===== src/hw/rtl/grid_first_fit_placer_macros.svh =====
// assertion macros for the grid first-fit placer
// clocked on clk, disabled while rst is high; define SYNTH to drop them
`ifndef GRID_FIRST_FIT_PLACER_MACROS_SVH
`define GRID_FIRST_FIT_PLACER_MACROS_SVH
`ifndef SYNTH
`define GFP_ASSERT(lbl, prop, msg) \
  lbl: assert property (@(posedge clk) disable iff (rst) (prop)) else $error(msg);
`define GFP_ASSERT_NEXT(lbl, ante, cons, msg) \
  lbl: assert property (@(posedge clk) disable iff (rst) (ante) |=> (cons)) else $error(msg);
`else
`define GFP_ASSERT(lbl, prop, msg)
`define GFP_ASSERT_NEXT(lbl, ante, cons, msg)
`endif
`endif


===== src/hw/rtl/gfp_pkg.sv =====
// shared types, constants and helpers of the grid first-fit placer
// no dependencies
package gfp_pkg;

  localparam int MAX_COLUMNS   = 16;
  localparam int MAX_GRID_ROWS = 256;
  localparam int MAX_ITEM_SPAN = 16;

  localparam int COL_W     = $clog2(MAX_COLUMNS);
  localparam int COL_CNT_W = $clog2(MAX_COLUMNS + 1);
  localparam int ROW_W     = $clog2(MAX_GRID_ROWS);
  localparam int ROW_CNT_W = $clog2(MAX_GRID_ROWS + 1);
  localparam int SPAN_W    = $clog2(MAX_ITEM_SPAN + 1);

  localparam int CFG_ADDR_W = 3;
  localparam int CFG_DATA_W = 32;

  localparam logic [COL_CNT_W-1:0] GRID_COLUMNS_RESET = COL_CNT_W'(10);
  localparam logic [ROW_CNT_W-1:0] ROW_CEILING_RESET  = ROW_CNT_W'(256);

  typedef logic [MAX_COLUMNS-1:0] row_t;
  typedef logic [ROW_W-1:0]       row_addr_t;
  typedef logic [ROW_CNT_W-1:0]   row_cnt_t;
  typedef logic [COL_W-1:0]       col_t;
  typedef logic [COL_CNT_W-1:0]   col_cnt_t;
  typedef logic [SPAN_W-1:0]      span_t;

  typedef enum logic [1:0] {
    OP_CLEAR = 2'd0,
    OP_PLACE = 2'd1,
    OP_FIT   = 2'd2
  } op_t;

  typedef enum logic {
    REG_GRID_COLUMNS = 1'b0,
    REG_ROW_CEILING  = 1'b1
  } cfg_reg_t;

  typedef enum logic [2:0] {
    ST_IDLE,
    ST_CHECK,
    ST_SCAN,
    ST_MARK,
    ST_FINISH
  } state_t;

  typedef struct packed {
    col_cnt_t grid_columns;
    row_cnt_t row_ceiling;
  } cfg_t;

  typedef struct packed {
    logic restart;
    logic shift_en;
  } win_ctrl_t;

  typedef struct packed {
    logic      rd_en;
    row_addr_t rd_addr;
    logic      wr_en;
    row_addr_t wr_addr;
    row_t      wr_row;
  } mem_req_t;

  typedef struct packed {
    logic      placed;
    col_t      col;
    row_addr_t row;
    span_t     span_c;
    span_t     span_r;
  } result_t;

  // bits x .. x+w-1 of a row, w from 1 up to MAX_COLUMNS
  function automatic row_t span_mask(input col_t x, input span_t w);
    logic [MAX_COLUMNS:0] ones;
    ones = ({{MAX_COLUMNS{1'b0}}, 1'b1} << w) - 1'b1;
    return ones[MAX_COLUMNS-1:0] << x;
  endfunction

endpackage


===== src/hw/rtl/gfp_run_window.sv =====
// per-column free-run counters over the rows streamed in, and the search
// for the leftmost window of free columns that is tall and wide enough
// depends on gfp_pkg and grid_first_fit_placer_macros.svh
module gfp_run_window (
  input  logic               clk,
  input  logic               rst,
  input  gfp_pkg::win_ctrl_t ctrl,
  input  gfp_pkg::row_t      row_in,
  input  gfp_pkg::span_t     height,
  input  gfp_pkg::span_t     width,
  input  gfp_pkg::col_cnt_t  cols,
  output logic               found,
  output gfp_pkg::col_t      found_x
);
  import gfp_pkg::*;
  `include "grid_first_fit_placer_macros.svh"

  span_t                  runs [MAX_COLUMNS];
  row_t                   fit_col;
  logic [MAX_COLUMNS-1:0] win_ok;

  // run length of free cells ending at the latest row, saturating
  always_ff @(posedge clk) begin
    for (int c = 0; c < MAX_COLUMNS; c++) begin
      if (rst || ctrl.restart) begin
        runs[c] <= '0;
      end else if (ctrl.shift_en) begin
        if (row_in[c]) begin
          runs[c] <= '0;
        end else if (runs[c] != '1) begin
          runs[c] <= runs[c] + 1'b1;
        end
      end
    end
  end

  always_comb begin
    for (int c = 0; c < MAX_COLUMNS; c++) begin
      fit_col[c] = (runs[c] >= height) && (COL_CNT_W'(c) < cols);
    end
    for (int x = 0; x < MAX_COLUMNS; x++) begin
      win_ok[x] = ((fit_col | ~span_mask(COL_W'(x), width)) == '1) &&
                  (COL_CNT_W'(x) + COL_CNT_W'(width) <= cols);
    end
    found   = |win_ok;
    found_x = '0;
    for (int x = MAX_COLUMNS - 1; x >= 0; x--) begin
      if (win_ok[x]) found_x = COL_W'(x);
    end
  end

  `GFP_ASSERT_NEXT(a_restart_no_fit, ctrl.restart, !found, "fit reported right after restart")

endmodule


===== config.mk =====
export PLATFORM = sky130hd
export DESIGN_NAME = gfp_run_window
export DESIGN_NICKNAME = d
export VERILOG_FILES = /design/src/hw/rtl/gfp_pkg.sv /design/src/hw/rtl/gfp_run_window.sv
export VERILOG_INCLUDE_DIRS = /design/src /design/src/hw/rtl
export SDC_FILE = /design/constraint.sdc
export NUM_CORES = 1
export LEC_CHECK = 0
export BUFFER_PORTS_ARGS = -buffer_cell sky130_fd_sc_hd__buf_2
export CORE_MARGIN = 4
export CORE_UTILIZATION = 55
export DETAILED_ROUTE_END_ITERATION = 8
export GPL_TIMING_DRIVEN = 0
export PLACE_DENSITY = 0.76
export SYNTH_ARGS = -nofsm -noshare
export SYNTH_HDL_FRONTEND = slang
export SYNTH_SLANG_ARGS = --single-unit
export TNS_END_PERCENT = 100

===== constraint.sdc =====
create_clock -name clk -period 5 [get_ports clk]
set_input_delay 1 -clock clk [delete_from_list [all_inputs] [get_ports clk]]
set_output_delay 1 -clock clk [all_outputs]
set_load 0.01 [all_outputs]

==> impl_summary.log <==
INFO  metric status = finished with violations
INFO  metric failed_checks = setup timing
INFO  metric worst_skew_pair.late_latency = 0.34 ns
INFO  metric clock.fmax = 0.196 GHz
INFO  metric grt_start_max_net_pins = 23
INFO  metric net-switching-power = a little over 700 uW
INFO  metric grt_util_all_layers = 0.287
INFO  metric htree_num_levels = 3
INFO  metric final.setup_skew = 0.00649 ns
INFO  metric hold_path.class = flop to flop
INFO  metric timing.rr.start = runs[0][15]$_SDFFCE_PN0P_
INFO  metric slew-limit-headroom = 0.389
INFO  metric postLayoutSetupSlackWorst = -0.0978 ns
INFO  metric share_of_synthesized_area_occupied_by_flip_flops_and_latches = 0.263
INFO  metric pwr_density_cell = a little under 200 mW/mm2
INFO  metric finalHoldViolations = 0
INFO  metric cap_viol_max_count = 0
INFO  metric crit_path_start = width[1]
INFO  metric mappedNetlistNets = 1242
INFO  metric reg.largest.list = runs x80
INFO  metric fillerInstances = 1198
INFO  metric clk_network_pwr_share = 0.323
INFO  metric synth_flop_cell = sky130_fd_sc_hd__edfxtp_1
INFO  metric fp.dieW = 137 um
INFO  metric cts.root.buffer_cell = sky130_fd_sc_hd__clkbuf_16
INFO  metric worst-slew-pin-transition = about 0.91 ns
INFO  metric global_route.usage.met3 = 0.0423
INFO  metric grt_remaining_overflow = 0
INFO  metric post-route-period-util = 1.02
INFO  metric async_s_r_ff_share_synth = 0
INFO  metric io-pin-count = 40
INFO  metric share_of_total_power_in_combinational_logic = 0.325
INFO  metric grt_pass1_vias = 8399
INFO  metric clock_sinks = 80
INFO  metric setup_violations = 3
INFO  metric rsz0062_at_grt = true
INFO  metric r2r_slack = 3.13 ns
INFO  metric netlist_top_cells_area = sky130_fd_sc_hd__edfxtp_1 (26%), sky130_fd_sc_hd__ha_1 (24%), sky130_fd_sc_hd__nor2_1 (3.9%)
INFO  metric netlist_area = 0.00914 mm2
INFO  metric kind_of_start_point_of_the_critical_path = input port
INFO  metric detail_route.wirelength = ~28000 um
INFO  metric critical_path.endpoint = found_x[1]
INFO  metric groute.layer.met2.usage = 0.496
INFO  metric sequential_cell_area = 0.00240 mm2
INFO  metric synthesis.instances = 1031
INFO  metric drc = 0
INFO  metric drive_gt1_frac = 0.215
INFO  metric cts.path.max_buffers = 2
INFO  metric met1_usage = 0.358
INFO  metric diodes = 0
INFO  metric antenna_found_initial = 1
INFO  metric post-synth-top-area-fraction = 0.263
INFO  metric post_cts_clock_slew_at_the_launch_and_capture_registers_of_the_worst_setup_and_hold_paths = about 0.06 ns
INFO  metric route.antenna.remaining_nets = 0
INFO  metric drt-initial-drc-count = 737
INFO  metric detail_route.vias_per_cell = 6.32
INFO  metric hold_slack = 0.624 ns
INFO  metric edff_count_synth = 80
INFO  metric seq_power_share = 0.351
INFO  metric fin_crit = 5.10 ns
INFO  metric gp_routability_congestion = 1.02
INFO  metric mean_routed_wirelength_per_cell = ~20 um
INFO  metric report.final.slew_viol_count = 0
INFO  metric synth.ff_latch_count = 80
INFO  metric worstPathMaxFanout = 7
INFO  metric final_nets = 1373
INFO  metric count_of_cells_along_the_worst_register_to_register_path = 5
INFO  metric netlist.top_cell.by_area = sky130_fd_sc_hd__edfxtp_1
INFO  metric syn-mean-instance-area = 8.86 um2
INFO  metric core-area = 0.0161 mm2
INFO  metric hpwlAfterDp = 18800 um
INFO  metric worst_r2r_endpoint = runs[0][18]$_SDFFCE_PN0P_
INFO  metric initial_core_util = 0.569
INFO  metric io_buffers = 37
INFO  metric largest_register_ffs = 80
INFO  metric registers.top_by_ff_count = runs
INFO  metric grt_pass1_wl = 42400 um
INFO  metric irDropWorstVdd = 0.213 mV
INFO  metric cts_tree = built
INFO  metric netlist-cell-type-count = 79
INFO  metric placementRows = 46
INFO  metric criticalPathCategory = input port to output port
INFO  metric power = 2260 uW
INFO  metric p_sw_frac = 0.312
INFO  metric multi_input_comb_area = 0.00697 mm2
INFO  metric die-area = 0.0187 mm2
INFO  metric worstPathArrival = around 4.1 ns
INFO  metric power.internal = 1560 uW
INFO  metric power.static_leakage = 0.00502 uW
INFO  metric die-height = about 140 um
INFO  metric cts-buffers-inserted = 9
INFO  metric vias = ~8700
INFO  metric top_post_synthesis_cells_by_count = sky130_fd_sc_hd__ha_1 (176), sky130_fd_sc_hd__nor2_1 (94), sky130_fd_sc_hd__edfxtp_1 (80)
INFO  metric synth.most_common_cell = sky130_fd_sc_hd__ha_1
INFO  metric cp.required = 4.00 ns
INFO  metric grt_most_used_layer = met2
INFO  metric area.growth.synth_to_final = 25.2%
INFO  metric worst_setup_path_end_kind = output port
INFO  metric drt-pass1-iter-count = 6
INFO  metric synth-warning-count = 0
## cell usage in the layout (no fill, tap or decap), types with 6 or more instances in the layout
cell,count
sky130_fd_sc_hd__and3_1,25
sky130_fd_sc_hd__ha_1,165
sky130_fd_sc_hd__a211oi_1,9
sky130_fd_sc_hd__clkinvlp_4,8
sky130_fd_sc_hd__nor2_1,92
sky130_fd_sc_hd__buf_12,8
sky130_fd_sc_hd__o21a_1,6
sky130_fd_sc_hd__a21oi_1,43
sky130_fd_sc_hd__nand2_1,52
sky130_fd_sc_hd__buf_4,81
sky130_fd_sc_hd__o22ai_1,18
sky130_fd_sc_hd__xor2_1,23
sky130_fd_sc_hd__clkbuf_1,8
sky130_fd_sc_hd__nand4_1,9
sky130_fd_sc_hd__edfxtp_1,80
sky130_fd_sc_hd__clkbuf_16,9
sky130_fd_sc_hd__nor3_1,26
sky130_fd_sc_hd__nand2b_1,16
sky130_fd_sc_hd__or3_1,19
sky130_fd_sc_hd__o21ai_0,42
sky130_fd_sc_hd__a21oi_2,7
sky130_fd_sc_hd__buf_2,33
sky130_fd_sc_hd__xnor2_1,30
sky130_fd_sc_hd__ha_4,8
sky130_fd_sc_hd__and2_1,39
sky130_fd_sc_hd__nand3_1,37
sky130_fd_sc_hd__buf_6,7
sky130_fd_sc_hd__inv_1,68
sky130_fd_sc_hd__a21o_1,15
sky130_fd_sc_hd__o211ai_1,8
sky130_fd_sc_hd__a222oi_1,8
## layer usage
metal,vias to the layer above,share of wire
li1,4114,-
met1,4115,0.40
met2,388,0.49
met3,112,0.066
met4,2,0.044
met5,-,0.00029
## what timing repair did
item                       4_1_cts  5_1_grt
resized for setup               99       80
gates cloned                     1        0
buffers inserted                45       41
hold buffers                     0        0
setup endpoints to repair        5        5
pin swaps                       26       42
## power by group through the flow
stage	sequential, uW	combinational, uW	clock [uW]
after CTS	795	647	742
after global routing	799	802	773
after global placement	807	551	0
final	796	736	732
after floorplan	800	395	0
after detailed placement	809	563	0
## stage by stage
| step | cell area, um2 | TNS [ns] | setup slack [ns] | cells | utilization |
|---|---|---|---|---|---|
| floorplan | 9140 | 0 | 0.0000440 | 1031 | - |
| global placement | 9590 | -6.73 | -1.45 | 1284 | 0.597 |
| detailed placement | 9590 | -6.43 | -1.39 | 1284 | 0.597 |
| CTS | 10800 | 0 | 0.00301 | 1343 | 0.671 |
| global route | 11400 | -0.529 | -0.137 | 1381 | 0.713 |
| finish | 11400 | -0.187 | -0.0978 | 1381 | 0.713 |
## worst min path at each step
stage,startpoint,to,cells after the start
final,runs[1][0]$_SDFFCE_PN0P_,runs[1][0]$_SDFFCE_PN0P_,1
after global placement,runs[1][15]$_SDFFCE_PN0P_,runs[1][15]$_SDFFCE_PN0P_,1
after floorplan,runs[0][20]$_SDFFCE_PN0P_,runs[0][20]$_SDFFCE_PN0P_,1
after CTS,runs[0][20]$_SDFFCE_PN0P_,runs[0][20]$_SDFFCE_PN0P_,1
after global routing,runs[1][20]$_SDFFCE_PN0P_,runs[1][20]$_SDFFCE_PN0P_,1
after detailed placement,runs[0][20]$_SDFFCE_PN0P_,runs[0][20]$_SDFFCE_PN0P_,1
## critical path, cell delays in order
cell and delay, ns:
sky130_fd_sc_hd__buf_12 0.11, sky130_fd_sc_hd__clkinvlp_4 0.09, sky130_fd_sc_hd__buf_6 0.14, sky130_fd_sc_hd__ha_4 0.15
sky130_fd_sc_hd__buf_8 0.12, sky130_fd_sc_hd__nand2_4 0.05, sky130_fd_sc_hd__ha_4 0.17, sky130_fd_sc_hd__buf_6 0.12
sky130_fd_sc_hd__a22o_4 0.29, sky130_fd_sc_hd__o31ai_4 0.11, sky130_fd_sc_hd__buf_4 0.19, sky130_fd_sc_hd__mux2_4 0.34
sky130_fd_sc_hd__a22oi_2 0.22, sky130_fd_sc_hd__nand4b_1 0.22, sky130_fd_sc_hd__o22ai_2 0.29, sky130_fd_sc_hd__a31oi_1 0.09
sky130_fd_sc_hd__o31a_1 0.25, sky130_fd_sc_hd__buf_2 0.14
## layout make-up
| class | instances | share of cell area |
|---|---|---|
| Multi-Input combinational cell | 846 | 0.610 |
| Sequential cell | 80 | 0.210 |
| Timing Repair Buffer | 123 | 0.0854 |
| Inverter | 80 | 0.0299 |
| Tap cell | 216 | 0.0236 |
| Clock buffer | 10 | 0.0200 |
| Buffer | 22 | 0.0133 |
| Clock inverter | 4 | 0.00831 |
## logic make-up (layout without fill, tap and decap cells)
group           Yosys count  count (layout)  share of synthesized area
compound gates          241             241                      0.180
xor+xnor                 64              65                     0.0630
fa+ha+maj               176             176                      0.241
buf+inv                 106             239                     0.0471
flops                    80              80                      0.263
mux                       4               4                    0.00479
simple gates            360             360                      0.201
Note: power is estimated with default switching activity, not from simulation.
