`src/hw/rtl/grid_first_fit_placer_macros.svh`:
```
// assertion macros for the grid first-fit placer
// clocked on clk, disabled while rst is high; define SYNTH to drop them
`ifndef GRID_FIRST_FIT_PLACER_MACROS_SVH
`define GRID_FIRST_FIT_PLACER_MACROS_SVH
`ifndef SYNTH
`define GFP_ASSERT(lbl, prop, msg) \
  lbl: assert property (@(posedge clk) disable iff (rst) (prop)) else $error(msg);
`define GFP_ASSERT_NEXT(lbl, ante, cons, msg) \
  lbl: assert property (@(posedge clk) disable iff (rst) (ante) |=> (cons)) else $error(msg);
`else
`define GFP_ASSERT(lbl, prop, msg)
`define GFP_ASSERT_NEXT(lbl, ante, cons, msg)
`endif
`endif

```
`src/hw/rtl/gfp_pkg.sv`:
```
// shared types, constants and helpers of the grid first-fit placer
// no dependencies
package gfp_pkg;

  localparam int MAX_COLUMNS   = 16;
  localparam int MAX_GRID_ROWS = 256;
  localparam int MAX_ITEM_SPAN = 16;

  localparam int COL_W     = $clog2(MAX_COLUMNS);
  localparam int COL_CNT_W = $clog2(MAX_COLUMNS + 1);
  localparam int ROW_W     = $clog2(MAX_GRID_ROWS);
  localparam int ROW_CNT_W = $clog2(MAX_GRID_ROWS + 1);
  localparam int SPAN_W    = $clog2(MAX_ITEM_SPAN + 1);

  localparam int CFG_ADDR_W = 3;
  localparam int CFG_DATA_W = 32;

  localparam logic [COL_CNT_W-1:0] GRID_COLUMNS_RESET = COL_CNT_W'(10);
  localparam logic [ROW_CNT_W-1:0] ROW_CEILING_RESET  = ROW_CNT_W'(256);

  typedef logic [MAX_COLUMNS-1:0] row_t;
  typedef logic [ROW_W-1:0]       row_addr_t;
  typedef logic [ROW_CNT_W-1:0]   row_cnt_t;
  typedef logic [COL_W-1:0]       col_t;
  typedef logic [COL_CNT_W-1:0]   col_cnt_t;
  typedef logic [SPAN_W-1:0]      span_t;

  typedef enum logic [1:0] {
    OP_CLEAR = 2'd0,
    OP_PLACE = 2'd1,
    OP_FIT   = 2'd2
  } op_t;

  typedef enum logic {
    REG_GRID_COLUMNS = 1'b0,
    REG_ROW_CEILING  = 1'b1
  } cfg_reg_t;

  typedef enum logic [2:0] {
    ST_IDLE,
    ST_CHECK,
    ST_SCAN,
    ST_MARK,
    ST_FINISH
  } state_t;

  typedef struct packed {
    col_cnt_t grid_columns;
    row_cnt_t row_ceiling;
  } cfg_t;

  typedef struct packed {
    logic restart;
    logic shift_en;
  } win_ctrl_t;

  typedef struct packed {
    logic      rd_en;
    row_addr_t rd_addr;
    logic      wr_en;
    row_addr_t wr_addr;
    row_t      wr_row;
  } mem_req_t;

  typedef struct packed {
    logic      placed;
    col_t      col;
    row_addr_t row;
    span_t     span_c;
    span_t     span_r;
  } result_t;

  // bits x .. x+w-1 of a row, w from 1 up to MAX_COLUMNS
  function automatic row_t span_mask(input col_t x, input span_t w);
    logic [MAX_COLUMNS:0] ones;
    ones = ({{MAX_COLUMNS{1'b0}}, 1'b1} << w) - 1'b1;
    return ones[MAX_COLUMNS-1:0] << x;
  endfunction

endpackage

```
`src/hw/rtl/gfp_cfg_regs.sv`:
```
// register file of the placer: column count and row ceiling
// depends on gfp_pkg
module gfp_cfg_regs (
  input  logic                                clk,
  input  logic                                rst,
  input  logic                                psel,
  input  logic                                penable,
  input  logic                                pwrite,
  input  logic [gfp_pkg::CFG_ADDR_W-1:0]      paddr,
  input  logic [gfp_pkg::CFG_DATA_W-1:0]      pwdata,
  output logic [gfp_pkg::CFG_DATA_W-1:0]      prdata,
  output logic                                pready,
  output gfp_pkg::cfg_t                       cfg
);
  import gfp_pkg::*;

  cfg_reg_t reg_sel;
  logic     wr_fire;

  assign pready  = 1'b1;
  assign reg_sel = cfg_reg_t'(paddr[2]);
  assign wr_fire = psel && penable && pwrite && pready;

  always_ff @(posedge clk) begin
    if (rst) begin
      cfg.grid_columns <= GRID_COLUMNS_RESET;
      cfg.row_ceiling  <= ROW_CEILING_RESET;
    end else if (wr_fire) begin
      case (reg_sel)
        REG_GRID_COLUMNS: cfg.grid_columns <= pwdata[COL_CNT_W-1:0];
        REG_ROW_CEILING:  cfg.row_ceiling  <= pwdata[ROW_CNT_W-1:0];
        default: ;
      endcase
    end
  end

  always_comb begin
    case (reg_sel)
      REG_GRID_COLUMNS: prdata = CFG_DATA_W'(cfg.grid_columns);
      REG_ROW_CEILING:  prdata = CFG_DATA_W'(cfg.row_ceiling);
      default:          prdata = '0;
    endcase
  end

endmodule

```
`config.mk`:
```
export PLATFORM = sky130hd
export DESIGN_NAME = gfp_cfg_regs
export DESIGN_NICKNAME = d
export VERILOG_FILES = /design/src/hw/rtl/grid_first_fit_placer_macros.svh /design/src/hw/rtl/gfp_pkg.sv /design/src/hw/rtl/gfp_cfg_regs.sv
export SDC_FILE = /design/constraint.sdc
export NUM_CORES = 1
export LEC_CHECK = 0
export ABC_AREA = 1
export BUFFER_PORTS_ARGS = -buffer_cell sky130_fd_sc_hd__buf_2
export CORE_ASPECT_RATIO = 0.8
export CORE_UTILIZATION = 36
export CTS_BUF_LIST = sky130_fd_sc_hd__clkbuf_8 sky130_fd_sc_hd__clkbuf_16
export CTS_CLUSTER_SIZE = 16
export DETAILED_ROUTE_END_ITERATION = 7
export PLACE_DENSITY = 0.79
export SLEW_MARGIN = 20
export SYNTH_ARGS = -nofsm -noshare
export SYNTH_HDL_FRONTEND = slang
export SYNTH_SLANG_ARGS = --single-unit
```
`constraint.sdc`:
```
create_clock -name clk -period 0.9 [get_ports clk]
set_clock_uncertainty 0.1 [all_clocks]
set_input_delay 0 -clock clk [delete_from_list [all_inputs] [get_ports clk]]
set_output_delay 0 -clock clk [all_outputs]
set_load 0.05 [all_outputs]
```
==> impl_metrics.tcl, run 1 <==
set metrics [dict create \
    die_y_um 46.9 \
    syn_area_per_cell_um2 6.56 \
    critPathMaxFanout 3 \
    setup.worst_path.class "reg -> out" \
    placed_cells 208 \
    rrSetupSlack_ns 0.15 \
    crit_path_end_kind "primary output" \
    setup_tns_ns -0.742 \
    violations "setup timing" \
    final_cell_mix "conb_1 (24), nor2_1 (20), nand2_1 (19)" \
    ys_types 14 \
    place.gp.congestion 0.752 \
    grt_max_degree 15 \
    io_pins 87 \
    placed_area_um2 1110 \
    grt_setup_unrepaired "yes" \
    overflow 0 \
    setup_violations 10 \
    drt_iter0_drc 28 \
    synth_top_area_share 0.309 \
    p_leak_nw 0.723 \
    final_cells 220 \
    clock_path_buffers 2 \
    synth_area_um2 906 \
    ys_warn_count 0 \
    final_common_cell "conb_1" \
    synth.yosys.seq_area_share 0.309 \
    worst_slack_ns -0.0987 \
    slew_viol_final 0 \
    fp.dieArea_um2 2720 \
    core_area_um2 2270 \
    final_cell_area_um2 1440 \
    crit_path_top_delay_cell "dfxtp_4" \
    start_util 0.399 \
    cp-start-kind "flip-flop" \
    p_per_area_nw_per_um2 1310 \
    insertedDiodeCount 0 \
    synth_area_leaders "dfxtp_1 (31%), buf_4 (20%), nand2_1 (15%), nor2_1 (8.3%), nand3_1 (7.7%)" \
    crit_chain "nand2_4, clkinvlp_4, buf_8" \
    critical_path_buf_inv_count 2 \
    ys_ff_latch 14 \
    htree_levels 1 \
    reg_top3 "cfg (14)" \
    tritoncts "built" \
    grt_pass1_vias 751 \
    portBuffers 37 \
    hpwl_mm 1.45 \
    wirelength_mm 2.22 \
    critPathArrivalTime_ns 0.90 \
    fmax_mhz 1000 \
    viasPerCell 4.12 \
    largest_register_ffs 14 \
    final_nets 227 \
    place_ws_ns 0.0339 \
    synth_adder_area_share 0 \
    core.rowCount 15 \
    antenna_found_initial 0 \
    synth_top_family_by_area "simple AND/OR/NAND/NOR gates" \
    crit_family "flip-flops" \
    worstPathRequired_ns 0.80 \
    cts_setup_buffers 0 \
    maxCapViolations 0 \
    syn_to_final_growth_pct 59.4 \
    insertion_delay_ns 0.24 \
    netlist.top_cell.by_area "dfxtp_1" \
    cts_made_buffers 3 \
    synthMuxAreaShare 0 \
    cts-root-buf "clkbuf_8" \
    clk_pin_slew_ns 0.06 \
    grt_pass1_wl_mm 3.25 \
    min_period_over_period 1.11 \
    drive_above_1_share 0.489 \
    regMostFlops "cfg" \
    num_vias 906 \
    synth_simple_gate_area_frac 0.365 \
    synth-compound-area-share 0.00552 \
    synthXorXnorAreaFrac 0 \
    drc 0 \
    grt_usage 0.160 \
    min_path_type "in -> reg" \
    firstDrtPassIters 4 \
    fin_crit_ns 0.999 \
    utilization 0.636 \
    ir_drop_v 0.000423 \
    postRouteAntennaNets 0 \
    status "complete, but fails checks" \
    die_w_um 58.1 \
    crit_path_max_incr_delay_ns 0.36 \
    final_hold_viol_count 0 \
    cts.sinks 14 \
    detail_route.wl_per_cell_um 10.1 \
    syn_inst 138 \
]
[final cells by class]
class	count	area, um^2
fill	206	827
multi-input combinational	102	510
timing repair buffer	51	462
sequential	14	310
inverter	15	73.8
tap	34	42.5
clock buffer	3	41.3
clock inverter	1	3.75
[metal layers]
layer	global-route usage	share of wire
met1	0.187	0.43
met2	0.297	0.50
met3	0.0248	0.060
met4	0.0714	0.0081
met5	0	0
[cells in the mapped netlist]
cell and n:
conb_1 2, dfxtp_1 14, nand2_1 37, buf_4 24, nor2_1 20, buf_6 3, inv_1 14, nand3_1 14
inv_4 1, nor2_4 1, o21ai_1 1, nand3_2 1, buf_2 2, nor2_2 4
[metrics by stage]
stage	power, mW	hold slack, ns
4_1_cts	1.87	0.00272
6_report	1.89	0.00616
3_5_place_dp	1.25	0.119
3_3_place_gp	1.25	0.120
2_1_floorplan	1.24	0.0254
5_1_grt	1.97	0.0288
[worst min-delay path, cell delays in order]
cell and delay (ns):
buf_2 0.07, inv_1 0.05, nand3_1 0.08, nand2_1 0.06, nor2_2 0.07
[final timing paths]
path                  start        end  depth (start not counted)
setup / recovery     cfg[6]  prdata[6]                          3
hold / removal    pwdata[4]    cfg[13]                          5
setup reg to reg    cfg[13]    cfg[13]                          2
hold reg to reg     cfg[12]    cfg[12]                          2
[power breakdown]
part	internal [mW]	switching [mW]	total [mW]
Clock	0.302	0.233	0.535
Combinational	0.189	0.504	0.693
Sequential	0.636	0.0250	0.661
Total	1.13	0.762	1.89
[logic make-up (layout without fill, tap and decap cells)]
| family | count (synthesis) | after routing |
|---|---|---|
| simple gates | 77 | 77 |
| buf+inv | 44 | 70 |
| flops | 14 | 14 |
| other cells | 2 | 24 |
| compound gates | 1 | 1 |
[what timing repair did]
action | 4_1_cts | 5_1_grt
endpoints found under the hold margin | 10 | 0
endpoints found under the setup margin | 23 | 22
gates resized for setup | 51 | 18
hold buffers | 8 | 0
pin swaps | 3 | 3
Power figures use the tool's default switching activity.
==> run 2: changes to the inputs <==
--- a/config.mk
+++ b/config.mk
@@ -12,7 +12,7 @@
 export CTS_BUF_LIST = sky130_fd_sc_hd__clkbuf_8 sky130_fd_sc_hd__clkbuf_16
 export CTS_CLUSTER_SIZE = 16
 export DETAILED_ROUTE_END_ITERATION = 7
-export PLACE_DENSITY = 0.79
+export PLACE_DENSITY = 0.78
 export SLEW_MARGIN = 20
 export SYNTH_ARGS = -nofsm -noshare
 export SYNTH_HDL_FRONTEND = slang
==> run 2 against run 1 <==
  * The flow still finishes with violations (setup timing)
  * Via count down 4.0%
  * Non-clock buffer count down 1
  * Largest cell class unchanged
  * Clock power up 14%
  * Count of clock-buffer cells in the layout up 1
  * Wire length down 8.2%
  * Die area unchanged
  * Maximum frequency up 0.44%
==> impl_metrics.tcl, run 2 (synthesized netlist as in run 1, its figures left out) <==
set metrics [dict create \
    drt_iter0_drc 20 \
    final_nets 226 \
    place.gp.congestion 0.719 \
    viasPerCell 3.97 \
    regMostFlops "cfg" \
    final_hold_viol_count 0 \
    ir_drop_v 0.000528 \
    final_cell_mix "conb_1 (24), nand2_1 (20), nor2_1 (20)" \
    slew_viol_final 0 \
    drc 0 \
    insertion_delay_ns 0.24 \
    cts_made_buffers 3 \
    cts.sinks 14 \
    io_pins 87 \
    start_util 0.399 \
    fill_cells 191 \
    final_cell_area_um2 1470 \
    firstDrtPassIters 4 \
    largest_register_ffs 14 \
    status "complete, but fails checks" \
    setup.worst_path.class "reg -> out" \
    core.rowCount 15 \
    portBuffers 37 \
    setup_violations 10 \
    cp-start-kind "flip-flop" \
    rrSetupSlack_ns 0.17 \
    htree_levels 1 \
    overflow 0 \
    crit_path_top_delay_cell "dfxtp_4" \
    fin_crit_ns 0.994 \
    worstPathRequired_ns 0.80 \
    drive_above_1_share 0.481 \
    clock_path_buffers 2 \
    grt_pass1_vias 752 \
    violations "setup timing" \
    grt_max_degree 15 \
    detail_route.wl_per_cell_um 9.30 \
    placed_cells 206 \
    placed_area_um2 1120 \
    insertedDiodeCount 0 \
    place_ws_ns 0.0287 \
    die_y_um 46.9 \
    core_area_um2 2270 \
    wirelength_mm 2.04 \
    reg_top3 "cfg (14)" \
    crit_chain "nand2_2, clkinvlp_4, buf_6" \
    p_per_area_nw_per_um2 1340 \
    grt_pass1_wl_mm 3.26 \
    fmax_mhz 1010 \
    grt_usage 0.158 \
    clk_pin_slew_ns 0.06 \
    antenna_found_initial 0 \
    maxCapViolations 0 \
    postRouteAntennaNets 0 \
    final_common_cell "conb_1" \
    min_period_over_period 1.10 \
    min_path_type "in -> reg" \
    critPathMaxFanout 3 \
    p_total_mw 1.97 \
    fp.dieArea_um2 2720 \
    p_leak_nw 0.719 \
    syn_to_final_growth_pct 62.6 \
    worst_slack_ns -0.0944 \
    crit_path_end_kind "primary output" \
    crit_path_max_incr_delay_ns 0.35 \
    critPathArrivalTime_ns 0.89 \
    die_w_um 58.1 \
    grt_setup_unrepaired "yes" \
    tritoncts "built" \
    hpwl_mm 1.42 \
    cts-root-buf "clkbuf_8" \
    num_vias 870 \
    final_cells 219 \
]
[run 2: cell types whose count changed in the layout (fill, tap and decap cells not counted), sizes merged]
cell         delta
buf             -2
dlygate4sd3     +1
clkinv          -1
clkbuf          +1
[run 2: through the flow]
step,TNS [ns],utilization,hold slack [ns]
global placement,0,0.494,0.123
CTS,-0.863,0.620,0.0198
global route,-1.02,0.648,0.0303
floorplan,-0.00827,-,0.0254
finish,-0.697,0.648,0.0225
detailed placement,0,0.494,0.122
[run 2: power by group]
part / internal [mW] / switching, mW
combinational: 0.198 / 0.502
sequential: 0.634 / 0.0238
clock: 0.387 / 0.225
[run 2: worst paths after layout]
| check | depth (start not counted) | endpoint | startpoint |
|---|---|---|---|
| setup / recovery | 3 | prdata[7] | cfg[7] |
| hold / removal | 4 | cfg[8] | penable |
| setup reg to reg | 2 | cfg[9] | cfg[9] |
| hold reg to reg | 2 | cfg[12] | cfg[12] |
[run 2: cell type report]
type	count	area, um^2	area share
timing repair buffer	50	485	0.330
tap	34	42.5	0.0289
clock buffer	4	55.1	0.0374
inverter	15	73.8	0.0501
sequential	14	313	0.212
multi-input combinational	102	503	0.342
[run 2: worst max-delay path, delay by kind of cell (launching register included)]
family                 cells  cell delay [ns]
buffers and inverters      2             0.23
DFF                        1             0.35
and+or+nand+nor            1             0.07
[run 2: metal layers]
| metal | GRT usage | routed length, um | vias to the layer above |
|---|---|---|---|
| li1 | - | - | 455 |
| met1 | 0.193 | 938 | 379 |
| met2 | 0.299 | 981 | 36 |
| met3 | 0.0413 | 117 | 0 |
| met4 | 0.0143 | 0 | 0 |
| met5 | 0 | 0 | - |
[run 2: timing repair]
| action | 4_1_cts | 5_1_grt |
|---|---|---|
| hold endpoints to repair | 13 | 0 |
| endpoints found under the setup margin | 23 | 22 |
| hold buffers | 9 | 0 |
| resized for setup | 48 | 23 |
| buffers inserted | 0 | 0 |
| pin swaps | 1 | 3 |
